`config.mk`:
```
export PLATFORM = sky130hd
export DESIGN_NAME = subset_sum_enumerator
export DESIGN_NICKNAME = d
export VERILOG_FILES = /design/src/rtl/sse_pkg.sv /design/src/rtl/subset_sum_enumerator.sv /design/src/rtl/sse_ctrl.sv /design/src/rtl/sse_dp.sv
export SDC_FILE = /design/constraint.sdc
export NUM_CORES = 1
export LEC_CHECK = 0
export BUFFER_PORTS_ARGS = -buffer_cell sky130_fd_sc_hd__buf_2
export CELL_PAD_IN_SITES_DETAIL_PLACEMENT = 0
export CELL_PAD_IN_SITES_GLOBAL_PLACEMENT = 1
export CORE_MARGIN = 3
export CORE_UTILIZATION = 47
export DETAILED_ROUTE_END_ITERATION = 8
export GPL_ROUTABILITY_DRIVEN = 0
export HOLD_SLACK_MARGIN = 0.1
export PLACE_DENSITY = 0.79
export REMOVE_ABC_BUFFERS = 1
export SYNTH_ARGS = -nofsm -noshare
export SYNTH_HDL_FRONTEND = slang
export SYNTH_SLANG_ARGS = --single-unit
```
`constraint.sdc`:
```
create_clock -name clk -period 3.9 [get_ports clk]
set_input_delay 0.39 -clock clk [delete_from_list [all_inputs] [get_ports clk]]
set_output_delay 0.39 -clock clk [all_outputs]
set_load 0.02 [all_outputs]
```
`src/rtl/sse_pkg.sv`:
```
// Shared types and constants of the subset-sum enumerator.
`default_nettype none
package sse_pkg;

  localparam int MAX_ITEMS_DEF = 16;
  localparam int DATA_W = 32;
  localparam int MASK_W = 16;
  localparam int SIZE_W = 5;
  localparam int ADDR_W = 3;

  localparam logic [1:0] KIND_CLEAR  = 2'd0;
  localparam logic [1:0] KIND_APPEND = 2'd1;
  localparam logic [1:0] KIND_FETCH  = 2'd2;

  localparam logic REG_TARGET = 1'b0;

  typedef struct packed {
    logic [1:0]               kind;
    logic signed [DATA_W-1:0] value;
  } in_t;

  typedef struct packed {
    logic [MASK_W-1:0] subset_mask;
    logic [SIZE_W-1:0] member_count;
    logic              match_valid;
    logic              search_done;
    logic              none_found;
    logic              load_dropped;
  } out_t;

  typedef struct packed {
    logic take_in;
    logic simple;
    logic scan_start;
    logic scan_step;
    logic check;
    logic out_load;
  } sse_cmd_t;

  typedef struct packed {
    logic is_fetch;
    logic cursor_zero;
    logic cursor_one;
    logic last_issue;
    logic hit;
    logic out_free;
  } sse_stat_t;

endpackage
`default_nettype wire

```
`src/rtl/subset_sum_enumerator.sv`:
```
// Subset-sum enumerator top level: configuration port, sequencer and datapath.
//
// Holds up to MAX_ITEMS signed 32-bit elements and, one per fetch, reports each
// non-empty subset whose exact sum equals target_sum, walking a mask counter from
// all ones down to one with element 0 as its most significant bit. A clear, an
// append or a fetch on an exhausted search goes from decode straight to finish.
// A fetch tests masks until a match or exhaustion: with n the element count, each
// mask reads the n elements through the store's single read port, one per cycle,
// then drains and compares. One item is in work at a time; the next transfer is
// taken once the result has moved to the output register, even if that result is
// not yet taken. target_sum lies at byte address 0; the user must write it only
// while the block is idle, and the block itself does not enforce this.
`default_nettype none
module subset_sum_enumerator
  import sse_pkg::*;
#(
  parameter int MAX_ITEMS = MAX_ITEMS_DEF
) (
  input  wire logic              clk,
  input  wire logic              rst,
  input  wire logic              in_valid,
  output logic                   in_ready,
  input  wire in_t               in_data,
  output logic                   out_valid,
  input  wire logic              out_ready,
  output out_t                   out_data,
  input  wire logic              psel,
  input  wire logic              penable,
  input  wire logic              pwrite,
  input  wire logic [ADDR_W-1:0] paddr,
  input  wire logic [31:0]       pwdata,
  output logic [31:0]            prdata,
  output logic                   pready
);

  logic signed [DATA_W-1:0] target;
  logic                     target_sel;
  sse_cmd_t                 cmd;
  sse_stat_t                stat;

  assign pready     = 1'b1;
  assign target_sel = (paddr[ADDR_W-1:2] == REG_TARGET);
  assign prdata     = target_sel ? target : '0;

  always_ff @(posedge clk) begin
    if (rst) begin
      target <= '0;
    end else if (psel && penable && pwrite && pready && target_sel) begin
      target <= pwdata;
    end
  end

  sse_ctrl u_ctrl (
    .clk      (clk),
    .rst      (rst),
    .in_valid (in_valid),
    .in_ready (in_ready),
    .stat     (stat),
    .cmd      (cmd)
  );

  sse_dp #(
    .MAX_ITEMS (MAX_ITEMS)
  ) u_dp (
    .clk       (clk),
    .rst       (rst),
    .in_data   (in_data),
    .target    (target),
    .cmd       (cmd),
    .stat      (stat),
    .out_data  (out_data),
    .out_valid (out_valid),
    .out_ready (out_ready)
  );

endmodule
`default_nettype wire

```
`src/rtl/sse_ctrl.sv`:
```
// Sequencer of the subset-sum enumerator.
`default_nettype none
module sse_ctrl
  import sse_pkg::*;
(
  input  wire logic      clk,
  input  wire logic      rst,
  input  wire logic      in_valid,
  output logic           in_ready,
  input  wire sse_stat_t stat,
  output sse_cmd_t       cmd
);

  typedef enum logic [5:0] {
    S_IDLE   = 6'b000001,
    S_DECODE = 6'b000010,
    S_SCAN   = 6'b000100,
    S_DRAIN  = 6'b001000,
    S_CHECK  = 6'b010000,
    S_FINISH = 6'b100000
  } state_t;

  state_t state;
  state_t state_next;

  always_ff @(posedge clk) begin
    if (rst) begin
      state <= S_IDLE;
    end else begin
      state <= state_next;
    end
  end

  always_comb begin
    state_next = state;
    cmd        = '0;
    in_ready   = 1'b0;
    unique case (state)
      S_IDLE: begin
        in_ready = 1'b1;
        if (in_valid) begin
          cmd.take_in = 1'b1;
          state_next  = S_DECODE;
        end
      end
      S_DECODE: begin
        if (stat.is_fetch && !stat.cursor_zero) begin
          cmd.scan_start = 1'b1;
          state_next     = S_SCAN;
        end else begin
          cmd.simple = 1'b1;
          state_next = S_FINISH;
        end
      end
      S_SCAN: begin
        cmd.scan_step = 1'b1;
        if (stat.last_issue) begin
          state_next = S_DRAIN;
        end
      end
      S_DRAIN: begin
        state_next = S_CHECK;
      end
      S_CHECK: begin
        cmd.check = 1'b1;
        if (stat.hit || stat.cursor_one) begin
          state_next = S_FINISH;
        end else begin
          state_next = S_SCAN;
        end
      end
      S_FINISH: begin
        if (stat.out_free) begin
          cmd.out_load = 1'b1;
          state_next   = S_IDLE;
        end
      end
      default: begin
        state_next = S_IDLE;
      end
    endcase
  end

endmodule
`default_nettype wire

```
`src/rtl/sse_dp.sv`:
```
// Datapath of the subset-sum enumerator: element store, search cursor, sum and result.
`default_nettype none
module sse_dp
  import sse_pkg::*;
#(
  parameter int MAX_ITEMS = MAX_ITEMS_DEF
) (
  input  wire logic                     clk,
  input  wire logic                     rst,
  input  wire in_t                      in_data,
  input  wire logic signed [DATA_W-1:0] target,
  input  wire sse_cmd_t                 cmd,
  output sse_stat_t                     stat,
  output out_t                          out_data,
  output logic                          out_valid,
  input  wire logic                     out_ready
);

  localparam int CNT_W = $clog2(MAX_ITEMS + 1);
  localparam int IDX_W = (MAX_ITEMS > 1) ? $clog2(MAX_ITEMS) : 1;
  localparam int SUM_W = DATA_W + CNT_W;

  in_t                      in_reg;
  logic signed [DATA_W-1:0] store [MAX_ITEMS];
  logic [CNT_W-1:0]         count;
  logic [MAX_ITEMS-1:0]     full_mask;
  logic [MAX_ITEMS-1:0]     cursor;
  logic                     found_any;
  logic [IDX_W-1:0]         k;
  logic signed [DATA_W-1:0] rd_data;
  logic                     pipe_vld;
  logic                     pipe_inc;
  logic [IDX_W-1:0]         pipe_pos;
  logic signed [SUM_W-1:0]  sum;
  logic [MAX_ITEMS-1:0]     sel;
  logic [CNT_W-1:0]         cnt;
  out_t                     res;

  logic [CNT_W-1:0]     bitpos;
  logic                 hit;
  logic                 list_full;
  logic [MAX_ITEMS-1:0] full_mask_next;
  out_t                 res_next;

  assign bitpos         = count - CNT_W'(1) - CNT_W'(k);
  assign hit            = (sum == SUM_W'(target));
  assign list_full      = (count == CNT_W'(MAX_ITEMS));
  assign full_mask_next = (full_mask << 1) | MAX_ITEMS'(1);

  assign stat.is_fetch    = (in_reg.kind == KIND_FETCH);
  assign stat.cursor_zero = (cursor == '0);
  assign stat.cursor_one  = (cursor == MAX_ITEMS'(1));
  assign stat.last_issue  = (CNT_W'(k) == count - CNT_W'(1));
  assign stat.hit         = hit;
  assign stat.out_free    = !out_valid || out_ready;

  always_ff @(posedge clk) begin
    if (cmd.take_in) begin
      in_reg <= in_data;
    end
  end

  always_ff @(posedge clk) begin
    if (cmd.simple && in_reg.kind == KIND_APPEND && !list_full) begin
      store[count[IDX_W-1:0]] <= in_reg.value;
    end
    if (cmd.scan_step) begin
      rd_data <= store[k];
    end
  end

  always_ff @(posedge clk) begin
    if (rst) begin
      count     <= '0;
      full_mask <= '0;
      cursor    <= '0;
      found_any <= 1'b0;
    end else if (cmd.simple) begin
      unique case (in_reg.kind)
        KIND_CLEAR: begin
          count     <= '0;
          full_mask <= '0;
          cursor    <= '0;
          found_any <= 1'b0;
        end
        KIND_APPEND: begin
          if (!list_full) begin
            count     <= count + CNT_W'(1);
            full_mask <= full_mask_next;
            cursor    <= full_mask_next;
            found_any <= 1'b0;
          end
        end
        default: begin
        end
      endcase
    end else if (cmd.check) begin
      cursor <= cursor - MAX_ITEMS'(1);
      if (hit) begin
        found_any <= 1'b1;
      end
    end
  end

  always_ff @(posedge clk) begin
    if (rst) begin
      pipe_vld <= 1'b0;
    end else begin
      pipe_vld <= cmd.scan_step;
    end
  end

  always_ff @(posedge clk) begin
    if (cmd.scan_start || cmd.check) begin
      k   <= '0;
      sum <= '0;
      sel <= '0;
      cnt <= '0;
    end else begin
      if (cmd.scan_step) begin
        pipe_inc <= cursor[bitpos[IDX_W-1:0]];
        pipe_pos <= k;
        k        <= k + IDX_W'(1);
      end
      if (pipe_vld && pipe_inc) begin
        sum           <= sum + SUM_W'(rd_data);
        sel[pipe_pos] <= 1'b1;
        cnt           <= cnt + CNT_W'(1);
      end
    end
  end

  always_comb begin
    res_next = '0;
    if (cmd.simple) begin
      if (in_reg.kind == KIND_APPEND && list_full) begin
        res_next.load_dropped = 1'b1;
      end
      if (in_reg.kind == KIND_FETCH) begin
        res_next.search_done = 1'b1;
        res_next.none_found  = !found_any;
      end
    end else if (cmd.check) begin
      if (hit) begin
        res_next.subset_mask  = MASK_W'(sel);
        res_next.member_count = SIZE_W'(cnt);
        res_next.match_valid  = 1'b1;
        res_next.search_done  = (cursor == MAX_ITEMS'(1));
      end else if (cursor == MAX_ITEMS'(1)) begin
        res_next.search_done = 1'b1;
        res_next.none_found  = !found_any;
      end
    end
  end

  always_ff @(posedge clk) begin
    if (cmd.simple || cmd.check) begin
      res <= res_next;
    end
  end

  always_ff @(posedge clk) begin
    if (rst) begin
      out_valid <= 1'b0;
    end else if (cmd.out_load) begin
      out_valid <= 1'b1;
    end else if (out_ready) begin
      out_valid <= 1'b0;
    end
  end

  always_ff @(posedge clk) begin
    if (cmd.out_load) begin
      out_data <= res;
    end
  end

  a_cursor_in_list: assert property (@(posedge clk) disable iff (rst)
    (cursor & ~full_mask) == '0)
    else $error("search cursor names an element beyond the list");

  a_count_bound: assert property (@(posedge clk) disable iff (rst)
    count <= CNT_W'(MAX_ITEMS))
    else $error("element count exceeds capacity");

  a_load_free: assert property (@(posedge clk) disable iff (rst)
    cmd.out_load |-> (!out_valid || out_ready))
    else $error("result overwrites an untaken result");

  a_size_bound: assert property (@(posedge clk) disable iff (rst)
    cmd.check |-> cnt <= count)
    else $error("subset size exceeds element count");

endmodule
`default_nettype wire

```
==> results of run 1 <==
-- metrics by stage --
stage | setup slack [ps] | setup TNS (ps) | instance area, um^2
after CTS | 662 | 0 | 36400
after global routing | 317 | 0 | 36400
final | 638 | 0 | 36400
after global placement | 802 | 0 | 33200
after floorplan | -3630 | -120480 | 30900
after detailed placement | 705 | 0 | 33200
-- cell families (layout without fill, tap and decap cells) --
group | Yosys count | in the layout | synth area share, %
other cells | 1 | 1 | 0.0119
xor+xnor | 77 | 77 | 2.15
mux | 166 | 166 | 11.9
flops | 772 | 772 | 69.4
buf+inv | 126 | 411 | 1.68
simple gates | 464 | 464 | 7.18
compound gates | 284 | 284 | 5.66
fa+ha+maj | 50 | 50 | 2.04
-- power groups by stage --
| stage | clock network (mW) | logic [mW] | registers (mW) |
|---|---|---|---|
| global placement | 0 | 0.735 | 9.33 |
| global route | 7.76 | 0.859 | 9.19 |
| CTS | 7.43 | 0.799 | 9.17 |
| finish | 7.28 | 0.785 | 9.17 |
| detailed placement | 0 | 0.744 | 9.35 |
| floorplan | 0 | 0.490 | 9.33 |
-- placed cells by master, fill, tap and decap left out, types with 7 or more instances in the layout --
cell type / Yosys / layout
nor2_1: 101 / 101
a21oi_1: 123 / 123
clkbuf_16: 0 / 81
o22ai_1: 7 / 7
and2_2: 0 / 13
nand4_1: 24 / 24
edfxtp_1: 633 / 633
clkinv_2: 0 / 18
xnor2_1: 50 / 50
buf_2: 8 / 132
and3_1: 13 / 10
nor3_1: 24 / 23
ha_1: 48 / 48
clkbuf_1: 69 / 14
nor4_1: 10 / 10
buf_4: 10 / 29
buf_12: 0 / 14
a21o_1: 29 / 29
and2_1: 38 / 25
a31oi_1: 13 / 13
a22oi_1: 20 / 20
clkinv_1: 0 / 14
xor2_1: 27 / 27
a211oi_1: 11 / 11
dfxtp_1: 139 / 136
o21ai_0: 32 / 32
inv_1: 20 / 20
nor2b_1: 40 / 39
o21bai_1: 9 / 9
nand3_1: 13 / 13
nand2_1: 167 / 167
dlygate4sd3_1: 0 / 68
mux4_2: 165 / 165
-- layout make-up --
class                           count  share of cell area, %
Sequential cell                   772                   59.8
Inverter                           21                  0.216
Clock buffer                       97                   5.78
Timing Repair Buffer              243                   5.05
Multi-Input combinational cell   1042                   25.0
Tap cell                          864                   2.97
Clock inverter                     50                   1.16
-- worst max path at each step --
stage	to	cells past startpoint
detailed placement	u_dp.store[7][31]	8
CTS	u_dp.store[6][8]	8
global route	u_dp.store[7][12]	8
floorplan	u_dp.pipe_inc	4
finish	u_dp.store[7][12]	8
global placement	u_dp.store[7][11]	8
-- layer usage --
layer,wire length (um),vias up,share of wire [%]
met4,1580,0,2.3
met1,29300,8812,42
met2,33500,599,49
met3,4610,105,6.7
met5,0,-,0
li1,-,7993,-
-- tightest hold or removal path, delay by kind of cell --
family | cells | cell delay (ps)
buf+inv | 1 | 70
simple gates | 1 | 150
compound gates | 2 | 230
-- timing repair --
action | in CTS | in global routing
setup buffers | 0 | 0
hold endpoints to repair | 72 | 0
hold buffers | 68 | 0
==> run metrics, run 1 <==
flops & latches, synth 772; total grt overflow 0; Worst setup startpoint u_ctrl.state[3]; register area 21800 um^2; max reg flops 512; CTS tree yes; period utilisation layout 83.6%; crit-path max FO 20; R2R Path End u_dp.store[7][12]; min-delay src out_ready; ratio of cells with drive above 1 in the final layout 22.2%; routed len/inst 22.3 um; Seq/Total Area, Yosys 69.4%; core area 66000 um^2; fillcell total 5057; kind of critical path reg2reg; most numerous cell in the Yosys netlist edfxtp_1; switch share 21.6%; R2R depth 8; WHS 252 ps; critical path's largest stage delay 730 ps; Cell Area, Synth 31400 um^2; Worst Path Arrival 3590 ps; crit end category flop; Top cell by count, worst path nor2_1; Commonest cells post-synth 633 x edfxtp_1, 167 x nand2_1, 165 x mux4_2; library cells used by synthesis 68; total CTS buffers 80; pin count of the biggest net entering global routing 134; normalized max-slew margin 27.7%; met3 GRT Util 4.07%; clock buffer depth 3; dpl hpwl 42200 um; Worst path top cell family by delay simple AND/OR/NAND/NOR gates; Post-CTS Resized 0; Die Y 264 um; Hold Crit Endpoint u_ctrl.state[0]; max_cap viols 0; pwr dens 473 nW/um^2; Yosys warning count 0; RSZ-0062 raised after global routing no; total clock sinks 772; fin nets 2286; Async S/R FF share, synth 0%; row cnt 94; Period minus WS final 3260 ps; ys flop type edfxtp_1; GRT Max-Usage Layer met2; Final Util 55.2%; Syn Inst Count 1940; Worst Hold Depth 4; first-pass GRT wire length 106000 um; P_sw 3.72 mW; Ports 136; CP Data Required Time 4230 ps; status complete, no violations; largest area contributor in the netlist edfxtp_1; TritonRoute pass-1 iters 6; CP max stage cell and2_2; Yosys top cell area share 60.5%; ANT cells 0; Hold Crit Class in2reg; Leak 12.3 nW; Setup crit start kind flop; # placed instances 2874; total track usage 19.8%; Worst-Skew Late Latency 620 ps; r2r startpoint u_ctrl.state[3]; Worst-path clk slew 60 ps; Multi-input gate area 9100 um^2; top cells by area in the synthesized netlist edfxtp_1 61%, mux4_2 12%, dfxtp_1 8.9%; maximum vdd drop 0.000390 V; total power 17.2 mW; Area growth syn-to-layout 16.0%; max frequency 307 MHz; Reg power frac 53.2%; combinational share of power 4.6%; PortBufs 132; clock share of power 42.2%; fin. max-slew vios 0; P_int 13.5 mW; grt met2 use 32.1%; met1 GRT Util 27.3%; final setup skew 22.3 ps; Vias/cell 5.67; syn_area_per_cell 16.2 um^2; crit-path cells nor2_1 -> nand3b_1 -> or3_1 -> nor2_1 -> nand2_1 -> nor3b_1 -> and2_2 -> buf_4; Initial Utilization 47.6%; vias post-DR 17.5k; Post-route DRC 0; Final Setup Violations 0; EDFF count, synth 633; initial antenna violation count 5; Routed Antenna Nets 0; vias in the first global route 17.6k; total length of routed wires 68900 um; DRT iter0 DRCs 1702; Root Driver clkbuf_16; Die ar. 69900 um^2; r2r setup slk 640 ps; number of buffers and inverters on the critical path 1; Worst-Margin Slew 1080 ps; final cell count without fillers 3089; H-Tree Depth 3; Final Hold Vio Count 0; Die W 264 um
No activity file was read; power rests on OpenSTA's default activity.
==> run 2, diff against run 1 <==
==> constraint.sdc (replaced) <==
create_clock -name clk -period 2.9 [get_ports clk]
set_input_delay 0.29 -clock clk [delete_from_list [all_inputs] [get_ports clk]]
set_output_delay 0.29 -clock clk [all_outputs]
set_load 0.02 [all_outputs]
==> run metrics, run 2 (synthesized netlist as in run 1, its figures left out) <==
status complete, no violations; number of buffers and inverters on the critical path 1; final setup skew 28.0 ps; Final Setup Violations 0; Worst Hold Depth 4; CP max stage cell nor3b_1; TritonRoute pass-1 iters 5; R2R Path End u_dp.store[11][7]; Top cell by count, worst path nor2_1; ratio of cells with drive above 1 in the final layout 23.3%; Die Y 264 um; total track usage 20.5%; Ports 136; Post-route DRC 0; most common cell after layout, fill and taps aside edfxtp_1; Vias/cell 5.72; total CTS buffers 78; Post-CTS Setup Bufs 0; Worst-Skew Late Latency 620 ps; R2R depth 8; dpl hpwl 42300 um; Die ar. 69900 um^2; max_cap viols 0; total grt overflow 0; final instance area 36800 um^2; first-pass GRT wire length 109000 um; Root Driver clkbuf_16; most frequent cells in the layout 633 x edfxtp_1, 167 x nand2_1, 165 x mux4_2; Leak 12.5 nW; Worst Path Arrival 3130 ps; Initial Utilization 47.6%; r2r startpoint u_ctrl.state[3]; Period minus WS final 2840 ps; Final Hold Vio Count 0; Worst-Margin Slew 1110 ps; vias post-DR 17.8k; Placed Instance Area 33600 um^2; row cnt 94; Hold Crit Class in2reg; r2r setup slk 60 ps; crit-path max FO 32; Hold Crit Endpoint u_ctrl.state[0]; total length of routed wires 71700 um; RSZ-0062 raised after global routing yes; PortBufs 132; DRT iter0 DRCs 1653; clock buffer depth 3; H-Tree Depth 3; vias in the first global route 18.1k; Area growth syn-to-layout 17.3%; routed len/inst 23.0 um; CTS tree yes; kind of critical path reg2reg; pin count of the biggest net entering global routing 81; maximum vdd drop 0.000427 V; crit end category flop; # placed instances 2901; period utilisation layout 97.8%; normalized max-slew margin 25.9%; Routed Antenna Nets 0; core area 66000 um^2; initial antenna violation count 3; CP Data Required Time 3190 ps; fillcell total 4963; Die W 264 um; Setup crit start kind flop; Worst path top cell family by delay simple AND/OR/NAND/NOR gates; critical path's largest stage delay 420 ps; crit-path cells nor2_1 -> nand3b_1 -> or3_1 -> nor2_1 -> nand2_1 -> nor3b_1 -> and2_2 -> buf_12; min-delay src in_valid; total clock sinks 772; Worst-path clk slew 60 ps; max frequency 352 MHz; fin. max-slew vios 0; final cell count without fillers 3113; WHS 143 ps; fin nets 2310; pwr dens 629 nW/um^2; max reg flops 512
==> run 2: cell types whose count changed in the layout (fill, tap and decap cells not counted), moves of 3 or more <==
cell,previous run,this run
clkinv_4,3,0
buf_4,29,41
clkbuf_1,14,18
clkinvlp_4,1,5
clkbuf_8,2,7
clkinv_2,18,15
clkinv_1,14,8
buf_12,14,29
==> run 2: area by class of cell <==
cell class	count	area, um^2	share of cell area (%)
tap	864	1080	2.94
clock buffer	106	2170	5.90
antenna	2	5.00	0.0136
sequential	772	21800	59.2
multi-input combinational	1042	9140	24.8
inverter	21	78.8	0.214
timing repair buffer	269	2220	6.03
clock inverter	37	325	0.883
==> run 2: metal layers <==
metal	global-route usage [%]	share of wire (%)	vias up	wire (um)
li1	-	-	8047	-
met1	27.2	41	8941	29500
met2	35.0	50	712	35800
met3	3.35	6.7	111	4790
met4	6.32	2.3	0	1680
met5	0	0	-	0
==> run 2: worst register-to-register path: stages (launching register included) <==
cell and delay [ps]:
dfxtp_1 370, nor2_1 160, nand3b_1 100, or3_1 370, nor2_1 310, nand2_1 250, nor3b_1 420, and2_2 250
buf_12 260
==> run 2: what timing repair did <==
item,CTS,global route
gates resized for setup,0,5
endpoints found under the setup margin,0,259
hold endpoints to repair,67,0
hold buffers,67,0
==> run 2: how the worst max path moves through the flow <==
stage / end / from / cells after the start / slack (ps)
floorplan: u_dp.pipe_inc / u_dp.k[0] / 4 / -4630
global placement: u_dp.sum[35] / u_dp.rd_data[3] / 11 / 70
detailed placement: u_dp.sum[35] / u_dp.rd_data[3] / 11 / 50
CTS: u_dp.sum[35] / u_dp.rd_data[3] / 11 / 40
global route: u_dp.store[6][2] / u_ctrl.state[3] / 8 / -110
finish: u_dp.store[11][7] / u_ctrl.state[3] / 8 / 60
==> run 2: metrics by stage <==
step | TNS (ps) | setup WS, ps | utilization (%) | total power, mW
finish | 0 | 63.1 | 55.8 | 23.2
global placement | 0 | 72.9 | 50.9 | 13.5
floorplan | -236670 | -4630 | - | 13.2
CTS | 0 | 36.9 | 55.7 | 23.4
global route | -19100 | -115 | 55.8 | 23.9
detailed placement | 0 | 49.3 | 50.9 | 13.6
==> run 2: report_power, final <==
part | total, mW | internal [mW] | switching (mW)
Sequential | 12.3 | 12.1 | 0.192
Clock | 9.76 | 5.57 | 4.19
Combinational | 1.08 | 0.530 | 0.545
==> run 3, diff against run 2 <==
--- a/config.mk
+++ b/config.mk
@@ -15,6 +15,7 @@
 export HOLD_SLACK_MARGIN = 0.1
 export PLACE_DENSITY = 0.79
 export REMOVE_ABC_BUFFERS = 1
+export SETUP_SLACK_MARGIN = 0.5
 export SYNTH_ARGS = -nofsm -noshare
 export SYNTH_HDL_FRONTEND = slang
 export SYNTH_SLANG_ARGS = --single-unit
==> run metrics, run 3 (synthesized netlist as in run 1, its figures left out) <==
kind of critical path reg2reg; final setup skew 30.8 ps; status complete, no violations; # placed instances 2901; crit-path max FO 3; Period minus WS final 2720 ps; Routed Antenna Nets 0; pin count of the biggest net entering global routing 81; Leak 13.0 nW; most frequent cells in the layout 633 x edfxtp_1, 165 x mux4_2, 164 x nand2_1; max_cap viols 0; most common cell after layout, fill and taps aside edfxtp_1; max frequency 368 MHz; Area growth syn-to-layout 21.7%; Initial Utilization 47.6%; fin nets 2375; CTS tree yes; max reg flops 512; row cnt 94; PortBufs 132; normalized max-slew margin 25.5%; Worst-path clk slew 60 ps; total length of routed wires 79200 um; clock buffer depth 3; Vias/cell 5.79; H-Tree Depth 3; Worst-Skew Late Latency 620 ps; crit end category flop; Hold Crit Class in2reg; total track usage 21.9%; Final Hold Vio Count 0; CP Data Required Time 3450 ps; total power 23.3 mW; vias post-DR 18.4k; total CTS buffers 78; routed len/inst 24.9 um; Worst Path Arrival 3270 ps; total grt overflow 0; dpl hpwl 42300 um; Setup crit start kind flop; Post-route DRC 0; TNS Setup 0 ps; period utilisation layout 93.8%; Die ar. 69900 um^2; initial antenna violation count 4; total clock sinks 772; Die W 264 um; vias in the first global route 18.5k; Final Setup Violations 0; ratio of cells with drive above 1 in the final layout 28.5%; Final Util 57.9%; DRT iter0 DRCs 1731; core area 66000 um^2; first-pass GRT wire length 116000 um; pwr dens 611 nW/um^2; Root Driver clkbuf_16; fin. max-slew vios 0; Worst-Margin Slew 1120 ps; Ports 136; RSZ-0062 raised after global routing yes; maximum vdd drop 0.000430 V; Die Y 264 um; pre-CTS setup slack 49.3 ps; final cell count without fillers 3177; TritonRoute pass-1 iters 5; PnR worst setup slack 180 ps
## run 3: cell type report
cell class | count | area (um^2)
multi-input combinational | 1042 | 9570
fill | 4808 | 27800
antenna | 1 | 2.50
sequential | 772 | 21800
tap | 864 | 1080
clock buffer | 106 | 2170
timing repair buffer | 334 | 3160
clock inverter | 37 | 325
inverter | 21 | 78.8
## run 3: path summary, 6_finish.rpt
| check | start | to | slack, ps | depth (start not counted) |
|---|---|---|---|---|
| worst max-delay path | u_dp.rd_data[1] | u_dp.sum[35] | 180 | 11 |
| worst min-delay path | in_valid | u_ctrl.state[0] | 150 | 4 |
| worst max register to register | u_dp.rd_data[1] | u_dp.sum[35] | 180 | 11 |
| worst min register to register | u_dp.res[4] | u_dp.out_data[4] | 420 | 0 |
## run 3: through the flow
| stage | cell area, um^2 | hold slack, ps |
|---|---|---|
| global route | 38200 | 212 |
| finish | 38200 | 149 |
| detailed placement | 33600 | 405 |
| global placement | 33600 | 402 |
| CTS | 37600 | 119 |
| floorplan | 30900 | 359 |
## run 3: metal layers
layer | vias to the layer above | GRT usage [%] | share of wire [%]
li1 | 8186 | - | -
met1 | 9204 | 28.7 | 39
met2 | 851 | 37.5 | 50
met3 | 167 | 3.58 | 7.0
met4 | 0 | 7.73 | 3.7
met5 | - | 0 | 0
## run 3: power breakdown
group | leakage [nW] | switching, mW | internal [mW]
registers | 6.84 | 0.202 | 12.1
logic | 4.97 | 0.571 | 0.573
clock network | 1.22 | 4.27 | 5.57
## run 3: worst max-delay path, cell delays in order (launching register included)
cell and delay [ps]:
edfxtp_1 400, ha_1 310, a21oi_2 70, o211ai_1 280, nand4_1 230, a21oi_2 210, a211oi_2 60, buf_4 170
o21a_1 200, o21a_1 210, or4_1 410, o211ai_1 100
## run 3: what timing repair did
| item | in CTS | in global routing |
|---|---|---|
| pin swaps | 39 | 40 |
| gates resized for setup | 79 | 68 |
| buffers inserted | 25 | 19 |
| endpoints found under the hold margin | 67 | 0 |
| cloned | 11 | 10 |
| endpoints found under the setup margin | 651 | 602 |
| hold buffers | 67 | 0 |
